[src/sv/assert_macros.svh]
// Shared assertion shorthands, clocked on the rising edge and held off in reset.
`ifndef ASSERT_MACROS_SVH
`define ASSERT_MACROS_SVH

// Same-cycle implication.
`define ASSERT_IMPL(label, clk, rst_n, ante, cons) \
    label: assert property (@(posedge clk) disable iff (!rst_n) (ante) |-> (cons)) \
        else $error("assertion failed");

// Next-cycle implication.
`define ASSERT_NEXT(label, clk, rst_n, ante, cons) \
    label: assert property (@(posedge clk) disable iff (!rst_n) (ante) |=> (cons)) \
        else $error("assertion failed");

`endif

[src/sv/ece_pkg.sv]
package ece_pkg;

    localparam int FRAC_BITS = 16;
    localparam int KIND_W    = 5;
    localparam int PROG_W    = FRAC_BITS + 1;
    localparam int DATA_W    = 38;
    localparam int NUM_REGS  = 4;
    localparam int NUM_CELLS = 28;
    localparam int IDX_W     = $clog2(NUM_CELLS);

    localparam logic [KIND_W-1:0] KIND_LINEAR  = KIND_W'(0);
    localparam logic [KIND_W-1:0] KIND_SMOOTH  = KIND_W'(1);
    localparam logic [KIND_W-1:0] KIND_SMOOTH5 = KIND_W'(2);
    localparam logic [KIND_W-1:0] KIND_SMOOTH7 = KIND_W'(3);
    localparam logic [KIND_W-1:0] KIND_COS_IO  = KIND_W'(4);
    localparam logic [KIND_W-1:0] KIND_SIN_IN  = KIND_W'(5);
    localparam logic [KIND_W-1:0] KIND_SIN_OUT = KIND_W'(6);
    localparam logic [KIND_W-1:0] KIND_LAST    = KIND_W'(18);

    localparam logic [PROG_W-1:0] ONE_FB = PROG_W'(1) << FRAC_BITS;
    localparam logic [DATA_W-1:0] ONE31  = DATA_W'(64'd1 << 31);
    localparam logic [DATA_W-1:0] HALF31 = DATA_W'(64'd1 << 30);
    localparam logic [DATA_W-1:0] RND31  = DATA_W'(64'd1 << (30 - FRAC_BITS));

    localparam logic [DATA_W-1:0] M_272 = DATA_W'((64'd1 << 34) / 64'd272);
    localparam logic [DATA_W-1:0] M_210 = DATA_W'((64'd1 << 34) / 64'd210);
    localparam logic [DATA_W-1:0] M_156 = DATA_W'((64'd1 << 34) / 64'd156);
    localparam logic [DATA_W-1:0] M_110 = DATA_W'((64'd1 << 34) / 64'd110);
    localparam logic [DATA_W-1:0] M_72  = DATA_W'((64'd1 << 34) / 64'd72);
    localparam logic [DATA_W-1:0] M_42  = DATA_W'((64'd1 << 34) / 64'd42);
    localparam logic [DATA_W-1:0] M_20  = DATA_W'((64'd1 << 34) / 64'd20);
    localparam logic [DATA_W-1:0] M_6   = DATA_W'((64'd1 << 34) / 64'd6);

    typedef enum logic [2:0] {
        OP_NOP,
        OP_MUL,
        OP_MULCAP,
        OP_KSUB,
        OP_RECIP,
        OP_CORR
    } op_t;

    typedef enum logic [2:0] {
        SEL_R0,
        SEL_R1,
        SEL_R2,
        SEL_R3,
        SEL_K
    } sel_t;

    typedef enum logic [4:0] {
        K_ZERO, K_ONE, K_2, K_3, K_6, K_10, K_15, K_20, K_35, K_70, K_84, K_PIH,
        K_M0, K_M1, K_M2, K_M3, K_M4, K_M5, K_M6, K_M7,
        K_D0, K_D1, K_D2, K_D3, K_D4, K_D5, K_D6, K_D7
    } kidx_t;

    typedef enum logic [2:0] {
        FIN_PLAIN,
        FIN_MIRROR,
        FIN_DOUBLE,
        FIN_INV,
        FIN_HALF,
        FIN_HALF_INV
    } fin_t;

    typedef enum logic [1:0] {
        DIR_IN,
        DIR_OUT,
        DIR_INOUT
    } dir_t;

    typedef struct packed {
        op_t        op;
        logic [1:0] dst;
        sel_t       sa;
        sel_t       sb;
        kidx_t      ka;
        kidx_t      kb;
        kidx_t      kc;
    } instr_t;

    typedef struct packed {
        logic [KIND_W-1:0]                   kind;
        logic                                err;
        logic                                zero;
        logic                                one;
        fin_t                                fin;
        logic [NUM_REGS-1:0][DATA_W-1:0]     r;
    } stage_t;

    localparam kidx_t SIN_RECIP [8] = '{K_M0, K_M1, K_M2, K_M3, K_M4, K_M5, K_M6, K_M7};
    localparam kidx_t SIN_DIV   [8] = '{K_D0, K_D1, K_D2, K_D3, K_D4, K_D5, K_D6, K_D7};

    function automatic logic [DATA_W-1:0] kval(kidx_t k);
        logic [DATA_W-1:0] v;
        unique case (k)
            K_ZERO:  v = '0;
            K_ONE:   v = ONE31;
            K_2:     v = DATA_W'(64'd2 << 31);
            K_3:     v = DATA_W'(64'd3 << 31);
            K_6:     v = DATA_W'(64'd6 << 31);
            K_10:    v = DATA_W'(64'd10 << 31);
            K_15:    v = DATA_W'(64'd15 << 31);
            K_20:    v = DATA_W'(64'd20 << 31);
            K_35:    v = DATA_W'(64'd35 << 31);
            K_70:    v = DATA_W'(64'd70 << 31);
            K_84:    v = DATA_W'(64'd84 << 31);
            K_PIH:   v = DATA_W'(64'hC90FDAA2);
            K_M0:    v = M_272;
            K_M1:    v = M_210;
            K_M2:    v = M_156;
            K_M3:    v = M_110;
            K_M4:    v = M_72;
            K_M5:    v = M_42;
            K_M6:    v = M_20;
            K_M7:    v = M_6;
            K_D0:    v = DATA_W'(272);
            K_D1:    v = DATA_W'(210);
            K_D2:    v = DATA_W'(156);
            K_D3:    v = DATA_W'(110);
            K_D4:    v = DATA_W'(72);
            K_D5:    v = DATA_W'(42);
            K_D6:    v = DATA_W'(20);
            K_D7:    v = DATA_W'(6);
            default: v = '0;
        endcase
        return v;
    endfunction

    function automatic logic [2:0] pow_order(logic [KIND_W-1:0] kind);
        logic [2:0] n;
        unique case (kind)
            KIND_W'(7), KIND_W'(8), KIND_W'(9):    n = 3'd2;
            KIND_W'(10), KIND_W'(11), KIND_W'(12): n = 3'd3;
            KIND_W'(13), KIND_W'(14), KIND_W'(15): n = 3'd4;
            KIND_W'(16), KIND_W'(17), KIND_W'(18): n = 3'd5;
            default:                               n = 3'd1;
        endcase
        return n;
    endfunction

    function automatic dir_t pow_dir(logic [KIND_W-1:0] kind);
        dir_t d;
        unique case (kind)
            KIND_W'(7), KIND_W'(10), KIND_W'(13), KIND_W'(16): d = DIR_IN;
            KIND_W'(8), KIND_W'(11), KIND_W'(14), KIND_W'(17): d = DIR_OUT;
            default:                                           d = DIR_INOUT;
        endcase
        return d;
    endfunction

    function automatic instr_t mk(op_t op, logic [1:0] dst, sel_t sa, sel_t sb,
                                  kidx_t ka, kidx_t kb, kidx_t kc);
        instr_t ins;
        ins.op  = op;
        ins.dst = dst;
        ins.sa  = sa;
        ins.sb  = sb;
        ins.ka  = ka;
        ins.kb  = kb;
        ins.kc  = kc;
        return ins;
    endfunction

    // Per-kind program: the operation that cell idx applies.
    function automatic instr_t prog(logic [KIND_W-1:0] kind, logic [IDX_W-1:0] idx);
        instr_t ins;
        ins = mk(OP_NOP, 2'd0, SEL_R0, SEL_R0, K_ZERO, K_ZERO, K_ZERO);
        if (kind == KIND_SMOOTH) begin
            if (idx == IDX_W'(0))
                ins = mk(OP_MUL, 2'd2, SEL_R0, SEL_R0, K_ZERO, K_ZERO, K_ZERO);
            else if (idx == IDX_W'(1))
                ins = mk(OP_KSUB, 2'd3, SEL_K, SEL_R0, K_2, K_ZERO, K_3);
            else if (idx == IDX_W'(2))
                ins = mk(OP_MUL, 2'd1, SEL_R3, SEL_R2, K_ZERO, K_ZERO, K_ZERO);
        end else if (kind == KIND_SMOOTH5) begin
            if (idx == IDX_W'(0))
                ins = mk(OP_MUL, 2'd2, SEL_R0, SEL_R0, K_ZERO, K_ZERO, K_ZERO);
            else if (idx == IDX_W'(1))
                ins = mk(OP_MUL, 2'd2, SEL_R2, SEL_R0, K_ZERO, K_ZERO, K_ZERO);
            else if (idx == IDX_W'(2))
                ins = mk(OP_KSUB, 2'd3, SEL_K, SEL_R0, K_6, K_ZERO, K_15);
            else if (idx == IDX_W'(3))
                ins = mk(OP_KSUB, 2'd3, SEL_R3, SEL_R0, K_ZERO, K_ZERO, K_10);
            else if (idx == IDX_W'(4))
                ins = mk(OP_MUL, 2'd1, SEL_R3, SEL_R2, K_ZERO, K_ZERO, K_ZERO);
        end else if (kind == KIND_SMOOTH7) begin
            if (idx == IDX_W'(0))
                ins = mk(OP_MUL, 2'd2, SEL_R0, SEL_R0, K_ZERO, K_ZERO, K_ZERO);
            else if (idx == IDX_W'(1))
                ins = mk(OP_MUL, 2'd2, SEL_R2, SEL_R2, K_ZERO, K_ZERO, K_ZERO);
            else if (idx == IDX_W'(2))
                ins = mk(OP_KSUB, 2'd3, SEL_K, SEL_R0, K_20, K_ZERO, K_70);
            else if (idx == IDX_W'(3))
                ins = mk(OP_KSUB, 2'd3, SEL_R3, SEL_R0, K_ZERO, K_ZERO, K_84);
            else if (idx == IDX_W'(4))
                ins = mk(OP_KSUB, 2'd3, SEL_R3, SEL_R0, K_ZERO, K_ZERO, K_35);
            else if (idx == IDX_W'(5))
                ins = mk(OP_MUL, 2'd1, SEL_R3, SEL_R2, K_ZERO, K_ZERO, K_ZERO);
        end else if (kind == KIND_COS_IO || kind == KIND_SIN_IN || kind == KIND_SIN_OUT) begin
            if (idx == IDX_W'(0))
                ins = mk(OP_MUL, 2'd0, SEL_R0, SEL_K, K_ZERO, K_PIH, K_ZERO);
            else if (idx == IDX_W'(1))
                ins = mk(OP_MUL, 2'd2, SEL_R0, SEL_R0, K_ZERO, K_ZERO, K_ZERO);
            else if (idx == IDX_W'(26))
                ins = mk(OP_MULCAP, 2'd1, SEL_R0, SEL_R1, K_ZERO, K_ZERO, K_ZERO);
            else if (idx == IDX_W'(27)) begin
                if (kind != KIND_SIN_OUT)
                    ins = mk(OP_MUL, 2'd1, SEL_R1, SEL_R1, K_ZERO, K_ZERO, K_ZERO);
            end else begin
                for (int i = 0; i < 8; i++) begin
                    if (idx == IDX_W'(2 + 3 * i))
                        ins = mk(OP_MUL, 2'd3, SEL_R2, SEL_R1, K_ZERO, K_ZERO, K_ZERO);
                    else if (idx == IDX_W'(3 + 3 * i))
                        ins = mk(OP_RECIP, 2'd1, SEL_R3, SEL_K, K_ZERO, SIN_RECIP[i],
                                 K_ZERO);
                    else if (idx == IDX_W'(4 + 3 * i))
                        ins = mk(OP_CORR, 2'd1, SEL_R3, SEL_R1, K_ZERO, SIN_DIV[i],
                                 K_ZERO);
                end
            end
        end else if (kind > KIND_SIN_OUT && kind <= KIND_LAST) begin
            if ({1'b0, idx} < (IDX_W + 1)'(pow_order(kind) - 3'd1))
                ins = mk(OP_MUL, 2'd1, SEL_R1, SEL_R0, K_ZERO, K_ZERO, K_ZERO);
        end
        return ins;
    endfunction

endpackage

[src/sv/ece_front.sv]
module ece_front (
    input  logic [ece_pkg::KIND_W-1:0] curve_kind,
    input  logic [ece_pkg::PROG_W-1:0] progress,
    output ece_pkg::stage_t            stage
);

    logic [ece_pkg::DATA_W-1:0] t;

    assign t = ece_pkg::DATA_W'(progress) << (31 - ece_pkg::FRAC_BITS);

    always_comb
    begin
        stage      = '0;
        stage.kind = curve_kind;
        stage.err  = (curve_kind > ece_pkg::KIND_LAST) || (progress > ece_pkg::ONE_FB);
        stage.zero = (progress == '0);
        stage.one  = (progress == ece_pkg::ONE_FB);
        stage.fin  = ece_pkg::FIN_PLAIN;
        if (curve_kind == ece_pkg::KIND_LINEAR)
        begin
            stage.r[1] = t;
        end
        else if (curve_kind <= ece_pkg::KIND_SMOOTH7)
        begin
            if (t > ece_pkg::HALF31)
            begin
                stage.r[0] = ece_pkg::ONE31 - t;
                stage.fin  = ece_pkg::FIN_MIRROR;
            end
            else
            begin
                stage.r[0] = t;
            end
        end
        else if (curve_kind <= ece_pkg::KIND_SIN_OUT)
        begin
            stage.r[1] = ece_pkg::ONE31;
            if (curve_kind == ece_pkg::KIND_SIN_IN)
            begin
                stage.r[0] = t >> 1;
                stage.fin  = ece_pkg::FIN_DOUBLE;
            end
            else
            begin
                stage.r[0] = t;
            end
        end
        else
        begin
            unique case (ece_pkg::pow_dir(curve_kind))
                ece_pkg::DIR_IN:
                begin
                    stage.r[0] = t;
                end
                ece_pkg::DIR_OUT:
                begin
                    stage.r[0] = ece_pkg::ONE31 - t;
                    stage.fin  = ece_pkg::FIN_INV;
                end
                default:
                begin
                    if (t < ece_pkg::HALF31)
                    begin
                        stage.r[0] = t << 1;
                        stage.fin  = ece_pkg::FIN_HALF;
                    end
                    else
                    begin
                        stage.r[0] = (ece_pkg::ONE31 - t) << 1;
                        stage.fin  = ece_pkg::FIN_HALF_INV;
                    end
                end
            endcase
            stage.r[1] = stage.r[0];
        end
    end

endmodule

[config.mk]
export PLATFORM = sky130hd
export DESIGN_NAME = ece_front
export DESIGN_NICKNAME = d
export VERILOG_FILES = /design/src/sv/assert_macros.svh /design/src/sv/ece_pkg.sv /design/src/sv/ece_front.sv
export SDC_FILE = /design/constraint.sdc
export NUM_CORES = 1
export LEC_CHECK = 0
export BUFFER_PORTS_ARGS = -buffer_cell sky130_fd_sc_hd__buf_4
export CAP_MARGIN = 20
export CORE_MARGIN = 5
export CORE_UTILIZATION = 46
export DETAILED_ROUTE_END_ITERATION = 10
export GPL_TIMING_DRIVEN = 0
export PLACE_DENSITY = 0.86
export SLEW_MARGIN = 5
export SYNTH_ARGS = -nofsm -noshare
export SYNTH_HDL_FRONTEND = slang
export SYNTH_SLANG_ARGS = --single-unit
[constraint.sdc]
create_clock -name vclk -period 4.35
set_input_delay 0.87 -clock vclk [all_inputs]
set_output_delay 0.87 -clock vclk [all_outputs]
set_load 0.01 [all_outputs]
# ---- After elaboration in Yosys (flattened, before gate mapping)
# Memories as Yosys holds them, arrays and structs flattened.
# Index checks and enable logic that the tools add are counted.
dict set report op_classes {
  n_eq_ne 3
  order_cmp 6
  bitwise_logic 0
  addsub 1
  muxes 19
  multipliers 0
  n_div 0
  reduce_logical 4
  shift 0
}
# op n
set ops {}
lappend ops {{$mux W38} 6}
lappend ops {{$mux W76} 1}
lappend ops {{$pmux W38 S2} 1}
lappend ops {{$sub A32 B32 Y33 const A} 1}
lappend ops {{$gt A32 B31 Y1 const B} 1}
lappend ops {{$lt A32 B31 Y1 const B} 1}
lappend ops {{$mux W32} 1}
lappend ops {{$eq A17 B17 Y1 const B} 1}
lappend ops {{$gt A17 B17 Y1 const B} 1}
lappend ops {{$logic_not A17 Y1} 1}
lappend ops {{$mux W3} 3}
lappend ops {{$mux W2} 4}
lappend ops {{$pmux W3 S2} 1}
lappend ops {{$eq A5 B3 Y1 const B} 1}
lappend ops {{$gt A5 B5 Y1 const B} 1}
lappend ops {{$le A5 B2 Y1 const B} 1}
lappend ops {{$le A5 B3 Y1 const B} 1}
lappend ops {{$logic_not A5 Y1} 1}
lappend ops {{$eq A2 B1 Y1 const B} 1}
lappend ops {{$logic_not A2 Y1} 1}
lappend ops {{$mux W1} 2}
lappend ops {{$logic_or A1 B1 Y1} 1}
dict set report word_totals {
  latchBits 0
  out_inout_bits 163
  mem_count 1
  ramBits 0
  rom_bits 64
  word_cells 34
  reg_bits 0
}
# name words width read_ports rd_ports_with_merged_regs wr line_no
set memory_table {}
lappend memory_table {{(name not given)} 32 2 1 0 0 ece_pkg.sv:144} ;# unique case (kind)

# ---- Longest topological paths before layout
# Gate-level depths: netlist (run 1).
dict set report depth {
  word_depth 9
  depth_mapped 10
}

# ---- Worst setup path after synthesis (run 1)
# OpenSTA, ideal clock, no wires.
dict set report synth_timing {
  path_type {input -> output}
  startpoint {input port progress[0] in the netlist's numbering}
  endpoint {output port stage[27] in the netlist's numbering}
  t_required_ps 3480
  path_stages 8
  path_buffers 0
  arrival_time_ps 2887
  slack_ps 593
  path_cell_list {inv_1 -> ha_1 -> or4b_1 -> or4_4 -> nand2_2 -> xnor2_1 -> a211o_1 -> a221oi_2}
}
# item line_no
set synth_lines {}
lappend synth_lines {{start, declared} ece_front.sv:3} ;# input logic [ece_pkg::PROG_W-1:0] progress,
lappend synth_lines {{end, declared} ece_front.sv:4} ;# output ece_pkg::stage_t stage

==> run metrics, run 1 <==
Mapped Cells=465; # DRC=0; routed wire length per instance=between 15 and 20 um; n_diodes=0; P_sw=0.2904 mW; overall routing resource usage=0.2413; P_int=around 0.26 mW; global route overflow=0; slew of the pin with the lowest slew margin=0.9034 ns; Max Fclk=about 240 MHz; hold crit path type=in -> out; status=finished clean; register area=0 um2; most frequent cells in the layout=192 x buf_4, 105 x conb_1, 36 x nor2_1; GPL Wtd Cong=between 0.9 and 1; Critical path buffers and inverters=3; sequential power share=0; worst endpoint data arrival time=3.34 ns; cell area power density=approximately 130 nW/um2; Pins Over Slew Limit=0; Ys Warns=0; Required @ worst endpoint=between 3 and 4 ns; Post-DP Area=between 4000 and 5000 um2; ranking of synthesized cells by area=buf_4 29%, o21ai_0 5.7%, a21oi_1 4.4%; Logic pwr share=1.000; post-route cell area=4149 um2; Cell variety after synth=66; die area=~8500 um2; Ports=approximately 190; startpoint types=input port; Fillers=roughly 620; setup TNS=0 ns; Setup CP Type=in -> out; RSZ-0062 raised after global routing=no; CP delay by family, top=simple AND/OR/NAND/NOR gates; endpoint type of the worst setup path=primary output; Final Cycle Share=0.9677; Synth top area share=0.2913; # setup viols final=0; Power, Total=about 0.55 mW; DRT Pass-1 Iters=5; worst setup path startpoint=progress[0]; Core ar.=6459 um2; initial core utilization=0.4789; Yosys top cell by area=buf_4; Lkg Pwr=~2.2 nW; Hold Startpoint=curve_kind[4]; FF+latch count=0; crit-path cells=buf_4 -> inv_1 -> ha_4 -> or4b_1 -> or4_4 -> a21oi_1 -> nor3b_1 -> a211oi_1 -> o311a_1 -> buf_4; hpwl dp=8675 um; CTS Hold Bufs=0; post-route ant nets=0; syn_area_per_cell=6.652 um2; crit path max-delay cell type=or4_4; DR vias=3784; clock power share=0; vias in the first global route=3445; layout cells sized above 1=0.3578; # clk buffers=0; nets=674; DR vias/cell=between 5 and 6; Peak VDD IR=between 0.06 and 0.07 mV; initial antenna violation count=0; max incr delay on CP=roughly 0.47 ns; most common cell after layout, fill and taps aside=buf_4; sequential cell area fraction in the yosys report=0; final WL=~11000 um; Slew HR=0.3977; CP most frequent cell=buf_4; maxcap violations=0; synthesized area=3093 um2; Area growth, synth to finish=34.14%; input/output buffers=a little over 70; Post-CTS Setup Bufs=0; First DRT Iteration DRCs=~470; Die X=around 90 um; first-pass GRT wire length=17200 um; Fin. Hold Viols=0; min Tclk post-route=approximately 4.2 ns; worst-path maximum fanout=9; sw frac=0.5311; Rows=29; Die H=92 um; largest net degree at the start of global routing=11
## layer usage
layer,share of wire,GRT usage,wire length (um)
met1,0.36,0.3095,4119
met2,0.47,0.4082,5283
met3,0.15,0.04664,1646
met4,0.025,0.07302,288
met5,0,0,0
## power by group through the flow
stage                     registers [mW]  logic, mW  clock network [mW]
after floorplan                        0      0.356                   0
after global placement                 0      0.524                   0
after detailed placement               0      0.528                   0
after CTS                              0      0.530                   0
after global routing                   0      0.587                   0
final                                  0      0.547                   0
## area by class of cell
type               instances  area [um2]  share of cell area
inverters                 12       45.04             0.01086
plain buffers            151        1089              0.2624
well taps                 77       96.34             0.02322
multi-input cells        405        2379              0.5733
repair buffers            72       540.5              0.1303
## cell usage after synthesis (5+ instances only)
library cell    n
inv_1          12
a31oi_1        11
nor3_1         12
o21a_1          5
or3_1           7
nand2_1        32
xor2_1         10
a21oi_1        27
clkbuf_8        5
nor2_1         36
mux2i_1         9
a21o_1          6
clkbuf_1       21
o31ai_1         5
buf_4         120
ha_1           10
o311ai_0        7
o21ai_0        35
xnor2_1         9
o22ai_1         6
mux2_2          5
## per-stage QoR
step | worst slack (ns) | utilization | hold WS (ns) | instances
2_1_floorplan | 0.5931 | - | 1.832 | 569
3_3_place_gp | -0.003306 | 0.6379 | 1.918 | 718
3_5_place_dp | -0.004736 | 0.6379 | 1.920 | 718
4_1_cts | 0.01777 | 0.6381 | 1.920 | 718
5_1_grt | 0.03506 | 0.6424 | 1.924 | 717
6_report | 0.1405 | 0.6424 | 1.918 | 717
## path summary, 6_finish.rpt
check,end,slack [ns],cells past startpoint
max,stage[28],0.14,10
min,stage[162],1.92,2
## cell families after synthesis
| kind of cell | count (synthesis) | share of synthesized area |
|---|---|---|
| muxes | 14 | 0.04733 |
| adders and majority gates | 10 | 0.04045 |
| buffers and inverters | 164 | 0.3669 |
| xor gates and xnor gates | 19 | 0.05380 |
| and+or+nand+nor | 123 | 0.2023 |
| AOI/OAI and AO/OA | 134 | 0.2880 |
| other | 1 | 0.001212 |
## repair_timing
action,CTS,global route
resized for setup,1,7
setup endpoints to repair,3,19
pin swaps,0,0
No activity file was read; power rests on OpenSTA's default activity.
==> run 2: changes to the inputs <==
Settings changed: CORE_ASPECT_RATIO from default to 0.9.
==> run 2 against run 1 <==
  * Wire length fell by 0.79%
  * Critical path depth up 1
  * Power fell by 0.19%
  * Die area about the same
  * Flip-flop and latch count did not move
  * First-iteration DRC count is 29% lower
  * Global-route usage shrank 0.61 points
  * Clock-buffer cell count stayed put
  * Non-clock buffer count unchanged
  * Utilization down 0.64 points
  * Fmax about the same
  * Critical endpoint is now stage[20]
  * Highest routed layer unchanged
==> run metrics, run 2 (synthesized netlist as in run 1, its figures left out) <==
First DRT Iteration DRCs=330 (was 468); Worst Hold Path Cells=2 (unchanged); cell area power density=131.0 nW/um2 (was 131.8 nW/um2); Final Cycle Share=0.9685 (was 0.9677); die area=8466 um2 (was 8464 um2); Lkg Pwr=2.216 nW (was 2.219 nW); worst setup path startpoint=curve_kind[1] (was progress[0]); Slew HR=0.3837 (was 0.3977); Core ar.=6551 um2 (was 6459 um2); Fin. Hold Viols=0 (unchanged); routed wire length per instance=15.41 um (was 15.81 um); P_int=0.2564 mW (about the same); met3 WL=1594 um (was 1646 um); post-route cell area=4167 um2 (was 4149 um2); Peak VDD IR=0.06344 mV (was 0.06246 mV); min Tclk post-route=4.213 ns (was 4.209 ns); initial antenna violation count=0 (unchanged); maxcap violations=0 (unchanged); worst endpoint data arrival time=3.34 ns (about the same); initial core utilization=0.4721 (was 0.4789); worst-path maximum fanout=9 (unchanged); Setup CP Type=in -> out (unchanged); DR vias=3784 (unchanged); # clk buffers=0 (unchanged); register area=0 um2 (unchanged); Required @ worst endpoint=3.48 ns (about the same); Die X=96.44 um (was 92 um); Rows=28 (was 29); layout cells sized above 1=0.3578 (unchanged); Post-CTS Setup Bufs=0 (unchanged); # setup viols final=0 (unchanged); startpoint types=input port (unchanged); Area growth, synth to finish=34.71% (was 34.14%); Pins Over Slew Limit=0 (unchanged); routed length on met2=5138 um (was 5283 um); Max Fclk=237.4 MHz (was 237.6 MHz); post-route ant nets=0 (unchanged); status=finished clean (unchanged); final WL=11250 um (was 11340 um); largest net degree at the start of global routing=11 (unchanged); clock power share=0 (about the same); sequential power share=0 (about the same); n_diodes=0 (unchanged); nets=674 (unchanged); area of the multi-input gates=2381 um2 (was 2379 um2); Die H=87.79 um (was 92 um); M1 wire length=4285 um (was 4119 um); endpoint type of the worst setup path=primary output (unchanged); Worst Setup EP=stage[20] (was stage[28]); hpwl dp=8744 um (was 8675 um); Logic pwr share=1.000 (about the same); Final Core Density=0.6360 (was 0.6424); FF+latch count=0 (unchanged); vias in the first global route=3199 (was 3445); Fillers=633 (was 619); most common cell after layout, fill and taps aside=buf_4 (unchanged); P_sw=0.2893 mW (was 0.2904 mW); hold crit path type=in -> out (unchanged); most frequent cells in the layout=192 x buf_4, 105 x conb_1, 35 x nor2_1, 35 x o21ai_0, 32 x nand2_1 (was 192 x buf_4, 105 x conb_1, 36 x nor2_1); sw frac=0.5302 (was 0.5311); DRT Pass-1 Iters=5 (unchanged); first-pass GRT wire length=16190 um (was 17200 um); global route overflow=0 (unchanged); DR vias/cell=5.184 (was 5.278); Ports=185 (unchanged); slew of the pin with the lowest slew margin=0.9244 ns (was 0.9034 ns); # DRC=0 (unchanged); Top Layer Used=met4 (unchanged); overall routing resource usage=0.2352 (was 0.2413); input/output buffers=72 (unchanged); GPL Wtd Cong=0.9651 (was 0.9510); Post-DP Area=4136 um2 (was 4120 um2)
## run 2: cell count changes in the layout (fill, tap and decap cells not counted)
| cell | delta |
|---|---|
| nor2_1 | -1 |
| nor2_2 | +1 |
| clkbuf_1 | +1 |
| clkbuf_2 | -1 |
## run 2: power by group through the flow
| stage | Sequential [mW] | Combinational [mW] | Clock [mW] |
|---|---|---|---|
| after floorplan | 0 | 0.356 | 0 |
| after global placement | 0 | 0.525 | 0 |
| after detailed placement | 0 | 0.528 | 0 |
| after CTS | 0 | 0.530 | 0 |
| after global routing | 0 | 0.586 | 0 |
| final | 0 | 0.546 | 0 |
## run 2: how the worst min path moves through the flow
stage                  start         end  slack [ns]
4_1_cts        curve_kind[3]  stage[161]        1.92
2_1_floorplan  curve_kind[0]  stage[158]        1.83
6_report       curve_kind[3]  stage[161]        1.92
3_5_place_dp   curve_kind[3]  stage[161]        1.92
3_3_place_gp   curve_kind[3]  stage[161]        1.92
5_1_grt        curve_kind[3]  stage[161]        1.93
## run 2: layer usage
metal	GRT usage	up-vias
li1	-	1777
met1	0.3237	1665
met2	0.3887	312
met3	0.02577	30
met4	0.06242	0
met5	0	-
## run 2: final cells by class
class	instances	area share
repair buffers	72	0.1297
inverters	12	0.01081
well taps	90	0.02703
multi-input cells	405	0.5715
plain buffers	151	0.2610
## run 2: worst max-delay path, cell delays in order
cell      delay [ns]
buf_4           0.14
inv_1           0.14
ha_1            0.27
mux2_2          0.27
nand3b_1        0.11
and2_1          0.41
nand2_1         0.33
inv_1           0.28
a221oi_1        0.13
nor3_1          0.23
buf_4           0.16
## run 2: metrics by stage
step	instances	hold slack [ns]	total power [mW]	setup slack [ns]	TNS, ns
finish	730	1.918	0.5457	0.1370	0
global route	730	1.929	0.5863	-0.003729	-0.003729
CTS	731	1.920	0.5305	0.01186	0
detailed placement	731	1.920	0.5278	-0.01776	-0.01776
global placement	731	1.918	0.5250	-0.004080	-0.004080
floorplan	569	1.832	0.3563	0.5931	0
## run 2: what timing repair did
action | in CTS | in global routing
endpoints found under the setup margin | 1 | 28
pin swaps | 0 | 1
gates resized for setup | 1 | 6
hold buffers | 0 | 0
==> run 3: changes to the inputs <==
Settings changed: CORE_UTILIZATION 46 to 50, PLACE_DENSITY 0.86 to 0.93.
Clock period 4.35 ns to 5.3 ns, I/O delays scaled along.
==> run 3 against run 2 <==
  * Cell count shrank 2.3%
  * Critical path depth did not move
  * Critical path type unchanged
  * Largest power group unchanged
  * Highest routed layer unchanged
  * Critical endpoint is now stage[21]
  * Design area down 1.3%
  * Sequential share of layout area unchanged
  * Worst setup slack gained 0.26 ns
==> run metrics, run 3 (synthesized netlist as in run 1, its figures left out) <==
status=finished clean (unchanged); area of the multi-input gates=2349 um2 (was 2381 um2); setup TNS=0 ns (unchanged); # clk buffers=0 (unchanged); Pins Over Slew Limit=0 (unchanged); routed wire length per instance=16.10 um (was 15.41 um); die area=7861 um2 (was 8466 um2); CTS resizes=0 (was 1); post-placement cell count=713 (was 731); vias in the first global route=3522 (was 3199); Area growth, synth to finish=33.01% (was 34.71%); hpwl dp=8788 um (was 8744 um); endpoint type of the worst setup path=primary output (unchanged); RSZ-0062 raised after global routing=no; Core ar.=6081 um2 (was 6551 um2); worst setup path startpoint=curve_kind[1] (unchanged); initial antenna violation count=0 (unchanged); Peak VDD IR=0.05285 mV (was 0.06344 mV); worst-path maximum fanout=10 (was 9); layout cells sized above 1=0.3495 (was 0.3578); hold crit path type=in -> out (unchanged); Max Fclk=203.9 MHz; overall routing resource usage=0.2693 (was 0.2352); input/output buffers=72 (unchanged); Fin. Hold Viols=0 (unchanged); DRT Pass-1 Iters=5 (unchanged); Post-DP Area=4114 um2 (was 4136 um2); Non-Filler Instances=713 (was 730); Post-CTS Setup Bufs=0 (unchanged); register area=0 um2 (unchanged); post-route ant nets=0 (unchanged); maxcap violations=0 (unchanged); Slew HR=0.3641 (was 0.3837); Final Cycle Share=0.9254; worst endpoint data arrival time=3.84 ns (was 3.34 ns); n_diodes=0 (unchanged); largest net degree at the start of global routing=11 (unchanged); startpoint types=input port (unchanged); # DRC=0 (unchanged); Fillers=576 (was 633); global route overflow=0 (unchanged); first-pass GRT wire length=17700 um (was 16190 um); Worst Hold Path Cells=2 (unchanged); CTS Hold Bufs=0 (unchanged); most common cell after layout, fill and taps aside=buf_4 (unchanged); nets=675 (was 674); Die X=92.91 um (was 96.44 um); final WL=11480 um (was 11250 um); cell area power density=109.1 nW/um2 (was 131.0 nW/um2); initial core utilization=0.5086 (was 0.4721); Setup CP Type=in -> out (unchanged); FF+latch count=0 (unchanged); Rows=27 (was 28); DR vias=3781 (was 3784); Worst Setup EP=stage[21] (was stage[20]); # setup viols final=0 (unchanged); DR vias/cell=5.303 (was 5.184); most frequent cells in the layout=192 x buf_4, 105 x conb_1, 36 x nor2_1 (was 192 x buf_4, 105 x conb_1, 35 x nor2_1, 35 x o21ai_0, 32 x nand2_1); Power, Total=0.4490 mW (was 0.5457 mW); min Tclk post-route=a little under 5 ns; post-route cell area=4114 um2 (was 4167 um2); slew of the pin with the lowest slew margin=0.9538 ns (was 0.9244 ns); GPL Wtd Cong=0.9681 (was 0.9651); Lkg Pwr=2.211 nW (was 2.216 nW); First DRT Iteration DRCs=366 (was 330); Ports=185 (unchanged); Die H=84.62 um (was 87.79 um); Required @ worst endpoint=4.24 ns (was 3.48 ns)
-- run 3: worst max-delay path: stages --
cell	delay, ns
buf_4	0.12
inv_1	0.10
ha_1	0.32
or2b_2	0.31
a31oi_1	0.58
clkbuf_1	0.51
a31oi_1	0.12
xor2_1	0.17
o211ai_1	0.27
a21oi_1	0.12
buf_4	0.16
-- run 3: metal layers --
layer | part of all wire | wire [um] | GRT usage
met5 | 0 | 0 | 0
met4 | 0.025 | 288 | 0.06791
met3 | 0.15 | 1710 | 0.06272
met2 | 0.45 | 5204 | 0.4539
met1 | 0.37 | 4275 | 0.3439
-- run 3: worst min-delay path by stage --
stage                   from    endpoint  slack, ns
6_report       curve_kind[4]  stage[162]       2.30
4_1_cts        curve_kind[4]  stage[162]       2.30
3_5_place_dp   curve_kind[4]  stage[162]       2.30
3_3_place_gp   curve_kind[3]  stage[161]       2.30
5_1_grt        curve_kind[4]  stage[162]       2.30
2_1_floorplan  curve_kind[0]  stage[158]       2.21
-- run 3: report_power, final --
part / switching [mW] / internal [mW]
Clock: 0 / 0
Sequential: 0 / 0
Combinational: 0.239 / 0.210
Total: 0.239 / 0.210
-- run 3: final cells by class --
| type | instances | share of cell area |
|---|---|---|
| plain buffers | 152 | 0.2649 |
| multi-input cells | 405 | 0.5709 |
| inverters | 12 | 0.01095 |
| well taps | 72 | 0.02190 |
| repair buffers | 72 | 0.1314 |
-- run 3: per-stage QoR --
| stage | setup slack [ns] | hold slack [ns] | util |
|---|---|---|---|
| 2_1_floorplan | 1.163 | 2.212 | - |
| 3_3_place_gp | 0.5128 | 2.298 | 0.6765 |
| 3_5_place_dp | 0.4489 | 2.301 | 0.6765 |
| 4_1_cts | 0.4709 | 2.301 | 0.6765 |
| 5_1_grt | 0.2907 | 2.305 | 0.6765 |
| 6_report | 0.3956 | 2.302 | 0.6765 |
